==> config.mk <==
export PLATFORM = sky130hd
export DESIGN_NAME = mev_ctrl
export DESIGN_NICKNAME = d
export VERILOG_FILES = /design/src/rtl/majority_element_vote_unit_assert.svh /design/src/rtl/mev_pkg.sv /design/src/rtl/mev_ctrl.sv
export SDC_FILE = /design/constraint.sdc
export NUM_CORES = 1
export LEC_CHECK = 0
export BUFFER_PORTS_ARGS = -buffer_cell sky130_fd_sc_hd__buf_4
export CORE_AREA = 2 2 39 41
export DETAILED_ROUTE_END_ITERATION = 10
export DIE_AREA = 0 0 41 43
export PLACE_DENSITY = 0.39
export SLEW_MARGIN = 15
export SYNTH_ARGS = -nofsm -noshare
export SYNTH_HDL_FRONTEND = slang
export SYNTH_SLANG_ARGS = --single-unit
==> constraint.sdc <==
create_clock -name clock -period 0.8 [get_ports clock]
set_input_delay 0.12 -clock clock [delete_from_list [all_inputs] [get_ports clock]]
set_output_delay 0.12 -clock clock [all_outputs]
set_load 0.01 [all_outputs]
==> src/rtl/majority_element_vote_unit_assert.svh <==
// Assertion macros for the majority vote unit.
`ifndef MAJORITY_ELEMENT_VOTE_UNIT_ASSERT_SVH
`define MAJORITY_ELEMENT_VOTE_UNIT_ASSERT_SVH

// Same-cycle implication, sampled on clock, off during reset.
`define MEV_ASSERT_NOW(label, ante, cons, msg) \
   label: assert property (@(posedge clock) disable iff (reset) (ante) |-> (cons)) \
      else $error(msg);

// Next-cycle implication, sampled on clock, off during reset.
`define MEV_ASSERT_NEXT(label, ante, cons, msg) \
   label: assert property (@(posedge clock) disable iff (reset) (ante) |=> (cons)) \
      else $error(msg);

`endif

==> src/rtl/mev_pkg.sv <==
// Shared types and constants for the majority vote unit.
package mev_pkg;

   localparam int DATA_WIDTH        = 32;
   localparam int MAX_ITEMS_DEFAULT = 1024;

   typedef struct packed {
      logic signed [DATA_WIDTH-1:0] value;
      logic                         last_item;
   } req_type;

   typedef struct packed {
      logic signed [DATA_WIDTH-1:0] majority;
      logic                         found;
      logic                         overflowed;
   } rsp_type;

   // controller -> datapath
   typedef struct packed {
      logic load;       // input word accepted
      logic scan_read;  // issue one store read
      logic finish;     // publish result, clear list state
   } cmd_type;

   // datapath -> controller
   typedef struct packed {
      logic issue_done;  // every stored word has been read
      logic rd_pending;  // a read is still in the compare stage
      logic out_free;    // output register can take a result
   } status_type;

endpackage

==> src/rtl/mev_ctrl.sv <==
// Sequencer for the majority vote unit: load, scan, publish.
module mev_ctrl
   import mev_pkg::*;
(
   input  logic       clock,
   input  logic       reset,
   input  logic       req_valid,
   input  logic       req_last,
   output logic       req_stall,
   input  status_type status,
   output cmd_type    cmd
);

   localparam logic [1:0] ST_LOAD = 2'd0;
   localparam logic [1:0] ST_SCAN = 2'd1;
   localparam logic [1:0] ST_DONE = 2'd2;

   logic [1:0] state_ff;
   logic [1:0] state_in;

   always_comb begin
      state_in      = state_ff;
      cmd           = '0;
      req_stall     = 1'b1;
      unique case (state_ff)
         ST_LOAD: begin
            req_stall = 1'b0;
            if (req_valid) begin
               cmd.load = 1'b1;
               if (req_last) begin
                  state_in = ST_SCAN;
               end
            end
         end
         ST_SCAN: begin
            if (!status.issue_done) begin
               cmd.scan_read = 1'b1;
            end else if (!status.rd_pending) begin
               state_in = ST_DONE;
            end
         end
         ST_DONE: begin
            if (status.out_free) begin
               cmd.finish = 1'b1;
               state_in   = ST_LOAD;
            end
         end
         default: begin
            state_in = ST_LOAD;
         end
      endcase
   end

   always_ff @(posedge clock) begin
      if (reset) begin
         state_ff <= ST_LOAD;
      end else begin
         state_ff <= state_in;
      end
   end

endmodule

# Word-level counts from Yosys, hierarchy flattened
# Index checks and enable logic that the tools add are counted.
# word_totals
out_inout_bits	4
inputBits	7
register_bits	2
# classes
reduce_logical	2
n_mux	13
eq_ne	7
# ops
operator	count
$mux W2	5
$ne A2 B2 Y1 const B	5
$mux W1	7
$pmux W2 S3	1
$reduce_and A5 Y1	1
$eq A2 B1 Y1 const B	1
$eq A2 B2 Y1 const B	1
$logic_not A2 Y1	1

# Logic depth before layout (Yosys ltp)
# Gate-level depths: netlist of the first run.
# logic_depth
word_depth	3
mapped_depth	3
ltp_nobuf	3

# Least setup slack after synthesis of the first run
# No wires, ideal clock.
# synth_path
path_kind	reg2out
startpoint	register state_ff[0]
endpoint	output cmd[2] (netlist bit)
path_slack_ps	-112
stages_incl_launch_ff	3
required_time_ps	680
arrival_ps	792
path_buffers	0
cell_sequence	dfxtp_1 > or2_1 > nor2_1
# synth_rtl
item	line_no	text
start: declaration	mev_ctrl.sv:18	logic [1:0] state_ff;
start signal: assignment	mev_ctrl.sv:58	state_ff <= state_in;
end: declaration	mev_ctrl.sv:11	output cmd_type cmd

==> key figures, run 1 <==
Outcome
  – Outcome: finished with violations
  – Failing checks: setup timing

Placement
  – Routability Congestion: 0.617
  – Port bufs: 10
  – Place WS: -90.5 ps

Timing
  – Final Hold Fails: 0
  – Rel. slew slack: ~90%
  – Hold slack: 59.1 ps
  – Final setup vio count: 6
  – Min Tclk post-route: 1100 ps
  – Slew Limit Fails: 0
  – Slew @ Worst Pin: approximately 150 ps
  – PnR worst setup slack: -304 ps
  – Tcrit/Tclk final: 138%
  – Peak Freq: ~900 MHz
  – Setup TNS after final layout: -1200 ps
  – Clock Skews: 3.15 ps
  – RSZ-0062 raised after global routing: true

Synth
  – Most common library cells after synthesis: 3 x nor2_1, 2 x dfxtp_1, 2 x inv_1, 2 x nor3b_1
  – Most numerous cell in the Yosys netlist: nor2_1
  – #FFs+latches synth: 2
  – Asr flop ratio synth: 0%
  – Syn Std Cell Area: about 130 µm²
  – Synthesized instance count: 16
  – Synth unique cells: 11
  – Post-synth EDFFs: 0
  – Mapped Avg Cell Area: 7.90 µm²
  – Top FF cell, synth: dfxtp_1
  – Syn nets: 23
  – Largest cells by area after synthesis: dfxtp_1 32%, nor3b_1 12%, a211oi_2 9.9%
  – Yosys warnings: 0
  – Area share of the largest cell type after synthesis: about a third
  – Area leader, netlist: dfxtp_1
  – Sequential area share after synthesis: 31.7%

Critical path
  – Setup crit end kind: primary output
  – Max FO, Critical Path: 3
  – Crit path required time: approximately 700 ps
  – CP Launch Type: flop
  – Worst Path Arrival: 980 ps
  – Crit path kind: flop to primary output

GRT
  – GR Util All Layers: 6.51%
  – Initial antenna violation count: 0
  – Grt ovf: 0
  – First-pass GRT wire length: 669 µm
  – Vias in the first global route: 174
  – Largest net degree at the start of global routing: 5

Routing
  – Vias: around 180
  – Detailed-route DRC error count: 0
  – Iteration-0 DRC Markers: 0
  – ANT nets after route: 0
  – Drt wl/cell: around 9 µm
  – Routed wire length: 440 µm
  – First-pass iteration count of the detailed router: 1
  – Vias per Instance: roughly 3.5

Floorplan
  – Die Footprint: 1760 µm²
  – Initial Util: a little under a tenth
  – I/O pin count: 11
  – FP Rows: 14
  – Core area: approximately 1400 µm²
  – DIE HEIGHT: 43 µm
  – Die W: a little over 40 µm

Clock network
  – CTS tree: built
  – CTS clk-pin slew, worst paths: 30 ps
  – Clock Tree Root: clkbuf_4
  – Post-CTS Hold Fix Bufs: 0
  – Clock tree buffer depth: 2
  – Clock H-tree levels: 1
  – Num CTS Buffers: 3
  – # clock sinks: 2
  – Clk_lat worst skew: about 220 ps

Finish
  – Final #Nets: between 40 and 50
  – Largest registers: state_ff x2
  – Largest Register: state_ff
  – Antenna cells: 0
  – Share of cells above drive strength 1: 82.4%
  – Area grow syn2layout: 159%
  – Largest register FFs: 2

Power
  – P per Cell Area: between 1000 and 1500 nW/µm²
  – Maximum vdd drop: 0.000467 V
  – Pleak: 0.153 nW

Job
  – Max_cap viols: 0

Min path
  – Min-Delay Path Class: primary input to flop
## placed cells by master (no fill, tap or decap)
master / n
clkbuf_4: 3
nand2_2: 1
inv_1: 2
nand3b_1: 1
o21ai_1: 1
nor2_2: 1
nor2_4: 1
buf_6: 5
nor2_1: 1
or2_4: 1
nor3b_2: 3
a211oi_2: 1
a21oi_1: 1
buf_4: 10
dfxtp_2: 2
## metrics by stage
stage | utilization (%) | std cells | total power, W | cell area [µm²]
after floorplan | - | 16 | 0.000149 | 143
after global placement | 18.8 | 45 | 0.000202 | 260
after detailed placement | 18.8 | 45 | 0.000206 | 260
after CTS | 21.9 | 48 | 0.000446 | 303
after global routing | 23.7 | 50 | 0.000486 | 328
final | 23.7 | 50 | 0.000441 | 328
## repair_timing
item	CTS	global route
resized for setup	6	3
hold endpoints to repair	0	0
endpoints found under the setup margin	6	6
pin swaps	3	2
buffers inserted	0	2
## layout make-up
cell class              count  area [µm²]
fillers                   148        1060
repair buffers             15         131
multi-input cells          12         104
flip-flops and latches      2        42.5
clock buffers               3        22.5
well taps                  16        20.0
inverters                   2        7.51
## per-layer routing
layer	track usage [%]	wire, µm	vias up	share of wire [%]
met1	6.71	192	75	44
li1	-	-	90	-
met4	8.00	0	0	0
met5	0	0	-	0
met3	4.71	64	0	15
met2	7.19	183	11	42
## worst max-delay path: stages (launching register included)
cell and delay (ps):
dfxtp_2 330, or2_4 260, nor2_4 80, buf_6 100
## report_power, final
part           switching, W  total, W  leakage (nW)  internal (W)
combinational     0.0000423  0.000113         0.122     0.0000708
sequential       0.00000511  0.000111        0.0172      0.000106
clock             0.0000521  0.000217        0.0138      0.000165
## kinds of logic (layout without fill, tap and decap cells)
kind of cell | Yosys count | count (layout) | synth area share [%]
simple gates | 9 | 9 | 44.6
compound gates | 3 | 3 | 17.8
buf+inv | 2 | 20 | 5.94
flops | 2 | 2 | 31.7
## final timing paths
kind,from,endpoint,slack (ps),cells after the start
setup / recovery,state_ff[1]$_SDFFE_PP0P_,cmd[2],-300,3
hold / removal,reset,state_ff[0]$_SDFFE_PP0P_,60,2
setup reg to reg,state_ff[0]$_SDFFE_PP0P_,state_ff[1]$_SDFFE_PP0P_,-130,5
hold reg to reg,state_ff[0]$_SDFFE_PP0P_,state_ff[0]$_SDFFE_PP0P_,590,2
Note: power is estimated with default switching activity, not from simulation.
==> inputs of run 2 (changes only) <==
Settings changed: PLACE_DENSITY 0.39 to unset.
==> run 2 against run 1 <==
The flow still finishes with violations (setup timing). Largest cell class unchanged. Total power is 1.1% lower. Register-to-register slack better by 60 ps. Fmax rose by 0.84%. Cell count unchanged. Utilization is 0.90 points lower. Global-route usage fell by 1.8 points. Clock power barely moved.
==> key figures, run 2 (synthesis gave the netlist of run 1 again) <==
Outcome
  – Outcome: finished with violations
  – Failing checks: setup timing

Floorplan
  – I/O pin count: 11
  – Die W: 41 µm
  – Initial Util: 9.13%
  – FP Rows: 14
  – Die Footprint: 1760 µm²
  – DIE HEIGHT: roughly 43 µm
  – Core area: around 1400 µm²

Power
  – Internal: 0.000339 W
  – Maximum vdd drop: 0.000262 V
  – Clk pwr share: between 50% and 60%
  – Switching Share: between 20% and 30%
  – Combinational power share: 24.3%
  – Net switching power: 0.0000972 W
  – P per Cell Area: 1380 nW/µm²
  – Pwr Total: between 0.0004 and 0.0005 W
  – Seq pwr share: 25.3%
  – Pleak: 0.152 nW

Timing
  – Hold slack: 61.2 ps
  – Clock Skews: 3.07 ps
  – Peak Freq: between 900 and 1000 MHz
  – Rel. slew slack: about nine tenths
  – Slew Limit Fails: 0
  – Slew @ Worst Pin: ~140 ps
  – Tcrit/Tclk final: 137%
  – Min Tclk post-route: 1090 ps
  – RSZ-0062 raised after global routing: true
  – Final Hold Fails: 0
  – PnR worst setup slack: -294 ps
  – Final setup vio count: 6

GRT
  – Largest net degree at the start of global routing: 5
  – Vias in the first global route: around 170
  – First-pass GRT wire length: just under 500 µm
  – Grt ovf: 0
  – GR Util All Layers: approximately 4.7%
  – Initial antenna violation count: 0

Finish
  – FILL cells: 153
  – Utilization after layout: 22.8%
  – Antenna cells: 0
  – Share of cells above drive strength 1: 76.5%
  – Final Non-Filler Cells: 50
  – Largest Register: state_ff
  – Final #Nets: 43
  – Largest registers: state_ff x2
  – Most frequent cells in the layout: 12 x buf_4, 3 x nor3b_2, 3 x clkbuf_4, 3 x buf_6
  – Area grow syn2layout: 150%
  – Leading cell type in the layout, fill and taps excluded: buf_4
  – Largest register FFs: 2

Placement
  – Place WS: -106 ps
  – Routability Congestion: 0.526
  – Placed insts: 46
  – Port bufs: 10
  – Dpl hpwl: 281 µm

Routing
  – ANT nets after route: 0
  – Vias: 174
  – Detailed-route DRC error count: 0
  – Vias per Instance: 3.48
  – Drt wl/cell: 6.90 µm
  – Iteration-0 DRC Markers: 1
  – First-pass iteration count of the detailed router: 4
  – Routed wire length: 345 µm

Critical path
  – Max FO, Critical Path: 3
  – Worst Path Arrival: 970 ps
  – Reg2Reg Setup Slack: -70 ps
  – Worst r2r src: state_ff[1]$_SDFFE_PP0P_
  – CP Launch Type: flop
  – Setup crit end kind: primary output
  – Crit path required time: 680 ps
  – Crit path kind: flop to primary output
  – CP Cell Sequence: or2_4, nor2_4, buf_6
  – Worst path max stage delay: 320 ps
  – Slowest CP cell: dfxtp_2
  – CP startpoint: state_ff[0]$_SDFFE_PP0P_

Clock network
  – Num CTS Buffers: 3
  – CTS clk-pin slew, worst paths: 30 ps
  – Clk_lat worst skew: 220 ps
  – # clock sinks: 2
  – CTS tree: built
  – Clock H-tree levels: 1
  – Clock tree buffer depth: 2
  – Clock Tree Root: clkbuf_4

Job
  – Max_cap viols: 0

Min path
  – Min-Delay Path Class: primary input to flop
  – Hold Startpoint: reset
==> run 2: layout make-up <==
type / instances / area, µm² / share of cell area, %
clock buffer: 3 / 22.5 / 7.14
inverter: 2 / 7.51 / 2.38
multi-input combinational: 12 / 98.8 / 31.3
sequential: 2 / 42.5 / 13.5
tap: 16 / 20.0 / 6.35
timing repair buffer: 15 / 124 / 39.3
==> run 2: final timing paths <==
kind / end / cells past startpoint
hold / removal: state_ff[0]$_SDFFE_PP0P_ / 2
setup reg to reg: state_ff[1]$_SDFFE_PP0P_ / 4
hold reg to reg: state_ff[0]$_SDFFE_PP0P_ / 2
setup / recovery: cmd[2] / 3
==> run 2: metal layers <==
layer  routed length (µm)  track usage, %
met1                  107            2.56
met2                  202            7.50
met3                   35            1.57
met4                    0            8.00
met5                    0               0
==> run 2: worst max-delay path, delay by kind of cell, from the launching register on <==
| family | cells | cell delay, ps |
|---|---|---|
| flops | 1 | 320 |
| simple gates | 2 | 340 |
| buf+inv | 1 | 100 |
==> run 2: stage by stage <==
| stage | instance area [µm²] | setup TNS (ps) |
|---|---|---|
| floorplan | 143 | -42.4 |
| global placement | 268 | -307 |
| detailed placement | 268 | -326 |
| CTS | 308 | -1270 |
| global route | 315 | -1540 |
| finish | 315 | -1190 |
==> run 2: what timing repair did <==
action,4_1_cts,5_1_grt
resized for setup,3,2
cloned,0,0
hold buffers,0,0
buffers inserted,1,0
setup endpoints to repair,6,6
pin swaps,4,1
==> run 2: power by group through the flow <==
stage / Sequential (W) / Combinational [W] / Clock (W)
after global placement: 0.000112 / 0.0000924 / 0
after global routing: 0.000111 / 0.000115 / 0.000249
after floorplan: 0.000112 / 0.0000371 / 0
after detailed placement: 0.000111 / 0.0000937 / 0
final: 0.000110 / 0.000106 / 0.000220
after CTS: 0.000110 / 0.000105 / 0.000237
